$ cat src/hdl/assert_macros.svh
// assertion macros shared by the rasterizer modules
`ifndef ASSERT_MACROS_SVH
`define ASSERT_MACROS_SVH

// antecedent implies consequent in the same cycle
`define DLR_ASSERT_SAME(lbl, ante, cons, msg) \
	lbl: assert property (@(posedge clk) disable iff (!arst_n) (ante) |-> (cons)) \
		else $error(msg);

// antecedent implies consequent in the next cycle
`define DLR_ASSERT_NEXT(lbl, ante, cons, msg) \
	lbl: assert property (@(posedge clk) disable iff (!arst_n) (ante) |=> (cons)) \
		else $error(msg);

`endif

$ cat src/hdl/dlr_pkg.sv
// package with constants and types of the dda line rasterizer
package dlr_pkg;

	localparam int FIELD_BITS = 6;
	localparam int COORD_BITS = 6;
	localparam int FRAC_BITS  = 16;

	localparam int NUM_W  = COORD_BITS + FRAC_BITS;
	localparam int QUOT_W = FRAC_BITS + 1;
	localparam int INC_W  = FRAC_BITS + 2;
	localparam int ACC_W  = COORD_BITS + FRAC_BITS + 1;
	localparam int CNT_W  = $clog2(NUM_W + 1);

	localparam logic [ACC_W-1:0] HALF_ULP = ACC_W'(1) << (FRAC_BITS - 1);

	typedef struct packed {
		logic                  start;
		logic [COORD_BITS-1:0] num;
		logic [COORD_BITS-1:0] den;
	} dlr_div_req_t;

	typedef struct packed {
		logic              done;
		logic [QUOT_W-1:0] quot;
	} dlr_div_rsp_t;

endpackage

$ cat src/hdl/dlr_ifs.sv
// request and pixel channel interfaces
interface dlr_line_if;
	logic                              valid;
	logic                              ready;
	logic [dlr_pkg::FIELD_BITS-1:0]    x_start;
	logic [dlr_pkg::FIELD_BITS-1:0]    y_start;
	logic [dlr_pkg::FIELD_BITS-1:0]    x_end;
	logic [dlr_pkg::FIELD_BITS-1:0]    y_end;

	modport source (output valid, x_start, y_start, x_end, y_end, input ready);
	modport sink (input valid, x_start, y_start, x_end, y_end, output ready);
endinterface

interface dlr_pixel_if;
	logic                              valid;
	logic                              ready;
	logic [dlr_pkg::FIELD_BITS-1:0]    pixel_x;
	logic [dlr_pkg::FIELD_BITS-1:0]    pixel_y;
	logic                              last_pixel;

	modport source (output valid, pixel_x, pixel_y, last_pixel, input ready);
	modport sink (input valid, pixel_x, pixel_y, last_pixel, output ready);
endinterface

$ cat src/hdl/dlr_divider.sv
// shared bit-serial restoring divider for the fixed-point step increments
`include "assert_macros.svh"

module dlr_divider (
	input  logic                  clk,
	input  logic                  arst_n,
	input  dlr_pkg::dlr_div_req_t req,
	output dlr_pkg::dlr_div_rsp_t rsp
);

	logic                             busy_q;
	logic                             done_q;
	logic [dlr_pkg::CNT_W-1:0]        cnt_q;
	logic [dlr_pkg::COORD_BITS-1:0]   rem_q;
	logic [dlr_pkg::COORD_BITS-1:0]   den_q;
	logic [dlr_pkg::NUM_W-1:0]        num_q;
	logic [dlr_pkg::NUM_W-1:0]        quot_q;

	logic [dlr_pkg::COORD_BITS:0]     trial;
	logic [dlr_pkg::COORD_BITS:0]     diff;
	logic                             ge;

	assign trial = {rem_q, num_q[dlr_pkg::NUM_W-1]};
	assign ge    = trial >= {1'b0, den_q};
	assign diff  = trial - {1'b0, den_q};

	always_ff @(posedge clk or negedge arst_n) begin
		if (!arst_n) begin
			busy_q <= 1'b0;
			done_q <= 1'b0;
			cnt_q  <= '0;
		end else begin
			done_q <= 1'b0;
			if (req.start) begin
				busy_q <= 1'b1;
				cnt_q  <= '0;
			end else if (busy_q) begin
				cnt_q <= cnt_q + 1'b1;
				if (cnt_q == dlr_pkg::CNT_W'(dlr_pkg::NUM_W - 1)) begin
					busy_q <= 1'b0;
					done_q <= 1'b1;
				end
			end
		end
	end

	always_ff @(posedge clk) begin
		if (req.start) begin
			rem_q  <= '0;
			den_q  <= req.den;
			num_q  <= {req.num, {dlr_pkg::FRAC_BITS{1'b0}}};
			quot_q <= '0;
		end else if (busy_q) begin
			rem_q  <= ge ? diff[dlr_pkg::COORD_BITS-1:0] : trial[dlr_pkg::COORD_BITS-1:0];
			num_q  <= {num_q[dlr_pkg::NUM_W-2:0], 1'b0};
			quot_q <= {quot_q[dlr_pkg::NUM_W-2:0], ge};
		end
	end

	assign rsp.done = done_q;
	assign rsp.quot = quot_q[dlr_pkg::QUOT_W-1:0];

	`DLR_ASSERT_SAME(a_start_idle, req.start, !busy_q, "divider started while busy")
	`DLR_ASSERT_SAME(a_rem_bound, busy_q, rem_q < den_q, "partial remainder not below divisor")
	`DLR_ASSERT_SAME(a_quot_range, done_q,
		quot_q <= (dlr_pkg::NUM_W'(1) << dlr_pkg::FRAC_BITS), "increment above one pixel")

endmodule

$ cat src/hdl/dda_line_rasterizer_unit.sv
// dda line rasterizer top level: sequencer, accumulators and pixel output register
// when start equals end no division is done and the request goes straight to pixel output
// each request gives steps+1 pixels, one per cycle while pix.ready holds; a new request is taken only in idle
// the single shared bit-serial divider computes the x and then the y increment, one quotient bit per cycle
// reset clears the sequencer and the output valid
`include "assert_macros.svh"

module dda_line_rasterizer_unit (
	input  logic        clk,
	input  logic        arst_n,
	dlr_line_if.sink    req,
	dlr_pixel_if.source pix
);

	localparam logic [1:0] ST_IDLE = 2'd0;
	localparam logic [1:0] ST_DIVX = 2'd1;
	localparam logic [1:0] ST_DIVY = 2'd2;
	localparam logic [1:0] ST_EMIT = 2'd3;

	localparam int C = dlr_pkg::COORD_BITS;
	localparam int F = dlr_pkg::FRAC_BITS;

	logic [1:0]                     state_q;
	logic                           start_q;
	logic [C-1:0]                   adx_q, ady_q, steps_q, k_q;
	logic                           sx_q, sy_q;
	logic [dlr_pkg::INC_W-1:0]      xinc_q, yinc_q;
	logic [dlr_pkg::ACC_W-1:0]      xacc_q, yacc_q;
	logic                           out_valid_q;
	logic [C-1:0]                   px_q, py_q;
	logic                           last_q;

	logic [C-1:0]                   xs, ys, xe, ye;
	logic [C:0]                     dx, dy;
	logic [C-1:0]                   adx, ady, steps;
	logic                           accept;
	logic                           load;
	logic                           is_last;
	logic [dlr_pkg::INC_W-1:0]      qmag, qinc;
	logic [dlr_pkg::ACC_W-1:0]      xround, yround;
	dlr_pkg::dlr_div_req_t          div_req;
	dlr_pkg::dlr_div_rsp_t          div_rsp;

	assign xs = req.x_start[C-1:0];
	assign ys = req.y_start[C-1:0];
	assign xe = req.x_end[C-1:0];
	assign ye = req.y_end[C-1:0];
	assign dx = {1'b0, xe} - {1'b0, xs};
	assign dy = {1'b0, ye} - {1'b0, ys};
	assign adx = dx[C] ? xs - xe : dx[C-1:0];
	assign ady = dy[C] ? ys - ye : dy[C-1:0];
	assign steps = (adx > ady) ? adx : ady;

	assign req.ready = (state_q == ST_IDLE);
	assign accept    = req.valid && req.ready;
	assign load      = (state_q == ST_EMIT) && (!out_valid_q || pix.ready);
	assign is_last   = (k_q == steps_q);

	assign div_req.start = start_q;
	assign div_req.num   = (state_q == ST_DIVY) ? ady_q : adx_q;
	assign div_req.den   = steps_q;

	dlr_divider u_div (
		.clk    (clk),
		.arst_n (arst_n),
		.req    (div_req),
		.rsp    (div_rsp)
	);

	// truncation toward zero: negate the magnitude quotient
	assign qmag = {1'b0, div_rsp.quot};
	assign qinc = (((state_q == ST_DIVY) ? sy_q : sx_q)) ? (~qmag + 1'b1) : qmag;

	assign xround = xacc_q + dlr_pkg::HALF_ULP;
	assign yround = yacc_q + dlr_pkg::HALF_ULP;

	always_ff @(posedge clk or negedge arst_n) begin
		if (!arst_n) begin
			state_q     <= ST_IDLE;
			start_q     <= 1'b0;
			out_valid_q <= 1'b0;
		end else begin
			start_q <= 1'b0;
			if (load) begin
				out_valid_q <= 1'b1;
			end else if (pix.ready) begin
				out_valid_q <= 1'b0;
			end
			unique case (state_q)
				ST_IDLE: begin
					if (accept) begin
						if (steps == '0) begin
							state_q <= ST_EMIT;
						end else begin
							state_q <= ST_DIVX;
							start_q <= 1'b1;
						end
					end
				end
				ST_DIVX: begin
					if (div_rsp.done) begin
						state_q <= ST_DIVY;
						start_q <= 1'b1;
					end
				end
				ST_DIVY: begin
					if (div_rsp.done) begin
						state_q <= ST_EMIT;
					end
				end
				ST_EMIT: begin
					if (load && is_last) begin
						state_q <= ST_IDLE;
					end
				end
				default: begin
					state_q <= ST_IDLE;
				end
			endcase
		end
	end

	always_ff @(posedge clk) begin
		if (accept) begin
			adx_q   <= adx;
			ady_q   <= ady;
			sx_q    <= dx[C];
			sy_q    <= dy[C];
			steps_q <= steps;
			k_q     <= '0;
			xinc_q  <= '0;
			yinc_q  <= '0;
			xacc_q  <= {1'b0, xs, {F{1'b0}}};
			yacc_q  <= {1'b0, ys, {F{1'b0}}};
		end
		if (div_rsp.done && state_q == ST_DIVX) begin
			xinc_q <= qinc;
		end
		if (div_rsp.done && state_q == ST_DIVY) begin
			yinc_q <= qinc;
		end
		if (load) begin
			px_q   <= xround[F +: C];
			py_q   <= yround[F +: C];
			last_q <= is_last;
			k_q    <= k_q + 1'b1;
			xacc_q <= xacc_q + {{(dlr_pkg::ACC_W-dlr_pkg::INC_W){xinc_q[dlr_pkg::INC_W-1]}}, xinc_q};
			yacc_q <= yacc_q + {{(dlr_pkg::ACC_W-dlr_pkg::INC_W){yinc_q[dlr_pkg::INC_W-1]}}, yinc_q};
		end
	end

	assign pix.valid      = out_valid_q;
	assign pix.pixel_x    = dlr_pkg::FIELD_BITS'(px_q);
	assign pix.pixel_y    = dlr_pkg::FIELD_BITS'(py_q);
	assign pix.last_pixel = last_q;

	`DLR_ASSERT_SAME(a_k_bound, state_q == ST_EMIT, k_q <= steps_q, "pixel index past step count")
	`DLR_ASSERT_NEXT(a_point_line, accept && steps == '0, state_q == ST_EMIT,
		"single point request did not go straight to output")
	`DLR_ASSERT_SAME(a_done_in_div, div_rsp.done, state_q == ST_DIVX || state_q == ST_DIVY,
		"divider finished outside a division state")

endmodule
$ cat src/flat_wrapper.sv
// flat-port wrapper written by rule: the top's interface ports become plain ports
module dda_line_rasterizer_unit_flat 
  (clk, arst_n, req_valid, req_x_start, req_y_start, req_x_end, req_y_end, req_ready, pix_valid, pix_pixel_x, pix_pixel_y, pix_last_pixel, pix_ready);
  dlr_line_if req_i ();
  dlr_pixel_if pix_i ();
  input  logic clk;
  input  logic arst_n;
  input wire logic [$bits(req_i.valid)-1:0] req_valid;
  input wire logic [$bits(req_i.x_start)-1:0] req_x_start;
  input wire logic [$bits(req_i.y_start)-1:0] req_y_start;
  input wire logic [$bits(req_i.x_end)-1:0] req_x_end;
  input wire logic [$bits(req_i.y_end)-1:0] req_y_end;
  output wire logic [$bits(req_i.ready)-1:0] req_ready;
  output wire logic [$bits(pix_i.valid)-1:0] pix_valid;
  output wire logic [$bits(pix_i.pixel_x)-1:0] pix_pixel_x;
  output wire logic [$bits(pix_i.pixel_y)-1:0] pix_pixel_y;
  output wire logic [$bits(pix_i.last_pixel)-1:0] pix_last_pixel;
  input wire logic [$bits(pix_i.ready)-1:0] pix_ready;
  assign req_i.valid = req_valid;
  assign req_i.x_start = req_x_start;
  assign req_i.y_start = req_y_start;
  assign req_i.x_end = req_x_end;
  assign req_i.y_end = req_y_end;
  assign req_ready = req_i.ready;
  assign pix_valid = pix_i.valid;
  assign pix_pixel_x = pix_i.pixel_x;
  assign pix_pixel_y = pix_i.pixel_y;
  assign pix_last_pixel = pix_i.last_pixel;
  assign pix_i.ready = pix_ready;
  dda_line_rasterizer_unit u_core (.clk(clk), .arst_n(arst_n), .req(req_i), .pix(pix_i));
endmodule
$ cat config.mk
export PLATFORM = sky130hd
export DESIGN_NAME = dda_line_rasterizer_unit_flat
export DESIGN_NICKNAME = d
export VERILOG_FILES = /design/src/hdl/dlr_pkg.sv /design/src/hdl/dlr_ifs.sv /design/src/hdl/dlr_divider.sv /design/src/hdl/dda_line_rasterizer_unit.sv /design/src/flat_wrapper.sv
export VERILOG_INCLUDE_DIRS = /design/src /design/src/hdl
export SDC_FILE = /design/constraint.sdc
export NUM_CORES = 1
export LEC_CHECK = 0
export BUFFER_PORTS_ARGS = -buffer_cell sky130_fd_sc_hd__buf_4
export CORE_MARGIN = 5
export CORE_UTILIZATION = 68
export DETAILED_ROUTE_END_ITERATION = 7
export GPL_TIMING_DRIVEN = 0
export PLACE_DENSITY = 0.87
export REMOVE_ABC_BUFFERS = 1
export SLEW_MARGIN = 20
export SYNTH_ARGS = -nofsm -noshare
export SYNTH_HDL_FRONTEND = slang
export SYNTH_SLANG_ARGS = --single-unit
$ cat constraint.sdc
create_clock -name clk -period 6.2 [get_ports clk]
set_clock_uncertainty 0.05 [all_clocks]
set_input_delay 0.62 -clock clk [delete_from_list [all_inputs] [get_ports clk]]
set_output_delay 0.62 -clock clk [all_outputs]
set_load 0.005 [all_outputs]
==> impl_results.md <==
* Outcome: complete, no violations
* CP max FO at 12
* Routed wire length at 22800 um
* Vias in the first global route at 7764
* Delay of the slowest critical-path stage at 0.62 ns
* TNS Setup at 0 ns
* FF/Latch Area at around 4700 um^2
* Hold Crit Depth at 0
* Initial antenna violation count at 0
* Largest net degree at the start of global routing at 63
* Fin area at about 11000 um^2
* Inst Count DP at 1227
* Routed vias at 8010
* Port Buffer Count at 42
* Cells on worst reg2reg path at 6
* WS Path Type: input port to flip-flop
* Global-route wire length before repair at 37500 um
* Worst Path Required at ~6.5 ns
* Final nets at 1180
* Filler instances at around 940
* Worst path cell trace: buf_4 > inv_1 > ha_1 > inv_1 > fa_1 > a211oi_1 > nor3_1 > a21o_1 > a221oi_1 > ha_1 > nand4_1 > a21oi_1 > a211oi_1 > nor2_1 > nor2_1 > o2bb2ai_1 > a41o_1
* P&R area growth vs syn at 10.6%
* Netlist Area Pre-Place at 10300 um^2
* Yosys reg bits at roughly 170
* Post-Layout Cell Count at 1260
* Setup Buffers After CTS at 0
* Row count at 45
* Tmin final at between 4 and 5 ns
* Post-synth ARST share at 6.67%
* Number of buffers created by CTS at 17
* Overflow after GRT at 0
* Yosys cell types at 69
* Share of layout cells above drive strength 1 at under 10%
* Cell area power density at around 480 nW/um^2
* Flop2flop setup slack at 2.79 ns
* DRT Pass-1 Iters at 5
* Hpwl dp at about 16000 um
* Fmax at between 200 and 250 MHz
* Post-CTS sizing at 0
* Worst-skew pair later-pin latency at about 0.43 ns
* DRC Markers at 0
* Setup repair after global routing missed its margin: false
* Area of the multi-input gates at 5200 um^2
* CTS tree: built
* Gpl congestion at 0.910
* Total GRT Usage at between 20% and 30%
* Placed Area at roughly 11000 um^2
* DIE HEIGHT at 133 um
* Slew @ Worst Pin at 0.996 ns
* Max IR drop VDD at 0.275 mV
* Max cap viols at 0
* Commonest non-fill, non-tap cells in the layout: nor2_1, edfxtp_1, ha_1
* Synthesized area per cell at 10.1 um^2
* Via density per instance at 6.36
* Slowest-stage cell, CP: a221oi_1
* Core ar. at 15000 um^2
* Leak pwr at about 4.9 nW
* EDFF count, synth at 131
* Top_reg_cell synth: edfxtp_1
* Initial Util at approximately 70%
* Clock Sinks at 165
* Hold_ws at 0.420 ns
* Die ar. at between 15000 and 20000 um^2
* Final max-slew violation count at 0
* Clock slew at reported path FFs at roughly 0.060 ns
* Final setup viols at 0
* Worst Hold Class: flip-flop to flip-flop
* Critical path arrival at 4.81 ns
* Slew HR at between 30% and 40%
* Yosys warns at 0
* Die span in x at about 130 um
* Most common cell after layout, fill and taps aside: nor2_1
* DR iter-0 viols at 740
* Sequential area share after synthesis at 45.3%
* Htree depth at 4
* Routed Antenna Nets at 0
* Worst-case clock buffer depth at 2
* Drt wl/cell at 18.1 um
* Synth Instances at 1026
* Startpoint type of the worst setup path: input port
* # diodes at 0
* Final period util at between 70% and 80%
* Worst setup EP type: flip-flop
* # IOs at 43
* Hold Violations, Final at 0
* Root Driver: clkbuf_16
-- final cells by class --
class | count | area share (%)
clock buffers | 25 | 4.64
clock inverters | 7 | 0.570
inverters | 87 | 2.86
multi-input cells | 743 | 45.6
flip-flops and latches | 165 | 40.9
well taps | 188 | 2.06
repair buffers | 45 | 3.33
-- report_power, final --
part / internal (mW) / switching (mW)
clock network: 0.634 / 0.424
logic: 1.01 / 1.51
registers: 1.68 / 0.279
total: 3.32 / 2.21
-- path summary, 6_finish.rpt --
check,from,end
max,req_x_end[0],u_core.state_q[1]
min,u_core.steps_q[0],u_core.u_div.den_q[0]
max reg2reg,u_core.state_q[0],u_core.yacc_q[21]
min reg2reg,u_core.steps_q[0],u_core.u_div.den_q[0]
max in group asynchronous,arst_n,u_core.u_div.busy_q
min in group asynchronous,arst_n,u_core.state_q[0]
-- critical path, delay by kind of cell --
family | cells | cell delay (ns)
simple gates | 4 | 1.08
buf+inv | 3 | 0.24
fa+ha+maj | 3 | 0.82
compound gates | 7 | 2.04
-- state kept, by name (all words and copies together), names as in the netlist, 2 cells and up --
name and count:
u_core.xacc_q 22, u_core.yacc_q 22, u_core.xinc_q 18, u_core.yinc_q 18, u_core.u_div.quot_q 17, u_core.adx_q 6, u_core.ady_q 6, u_core.k_q 6
u_core.pix.pixel_x 6, u_core.pix.pixel_y 6, u_core.steps_q 6, u_core.u_div.den_q 6, u_core.u_div.num_q 6, u_core.u_div.rem_q 6, u_core.u_div.cnt_q 5, u_core.state_q 2
-- what timing repair did --
action / in CTS / in global routing
setup endpoints to repair: 0 / 0
hold buffers: 1 / 0
hold endpoints to repair: 11 / 0
-- logic make-up (layout without fill, tap and decap cells) --
family | count (synthesis) | in the layout | share of synthesized area (%)
buffers and inverters | 118 | 164 | 4.48
DFF | 165 | 165 | 45.3
xor gates and xnor gates | 66 | 66 | 5.60
adders and majority gates | 93 | 93 | 11.8
muxes | 41 | 41 | 4.03
and+or+nand+nor | 311 | 311 | 14.1
AOI/OAI and AO/OA | 232 | 232 | 14.8
-- metal layers --
metal	GRT usage, %	up-vias	share of wire, %
li1	-	3785	-
met1	33.6	3847	41
met2	44.2	324	49
met3	4.98	54	7.0
met4	10.1	0	2.7
met5	0	-	0
-- per-stage QoR --
stage | setup slack (ns) | power (mW) | util, %
5_1_grt | 1.48 | 5.89 | 75.9
3_5_place_dp | 1.42 | 4.39 | 71.9
4_1_cts | 1.83 | 5.51 | 75.9
3_3_place_gp | 0.610 | 4.26 | 71.4
6_report | 1.65 | 5.53 | 75.9
2_1_floorplan | 2.16 | 3.76 | -
-- synth_stat cells (all sizes together) (3+ instances only) --
master | instances | area [um^2]
o31a | 4 | 35.0
o21ai | 42 | 210
a221oi | 3 | 26.3
nand2b | 8 | 50.1
a211oi | 16 | 120
fa | 7 | 140
o2111ai | 6 | 52.6
buf | 9 | 51.3
a21o | 20 | 151
a31oi | 12 | 75.1
a2111o | 3 | 33.8
a21boi | 8 | 60.1
nand2 | 44 | 165
or4 | 3 | 22.5
and3 | 11 | 68.8
clkbuf | 22 | 83.8
a31o | 4 | 35.0
edfxtp | 131 | 3930
mux2 | 4 | 45.0
dfrtp | 11 | 275
o211a | 4 | 40.0
nor4 | 8 | 56.3
o21a | 10 | 75.1
xor2 | 29 | 254
o211ai | 7 | 52.6
inv | 86 | 323
nor3b | 6 | 45.0
nor2 | 141 | 529
nor2b | 11 | 68.8
mux2i | 37 | 370
ha | 86 | 1080
a211o | 4 | 36.3
xnor2 | 37 | 324
nand4 | 8 | 50.1
o22ai | 4 | 25.0
and2 | 3 | 18.8
nand3 | 32 | 160
o31ai | 3 | 36.3
dfxtp | 23 | 460
a21oi | 70 | 350
nor3 | 25 | 125
Note: power is estimated with default switching activity, not from simulation.
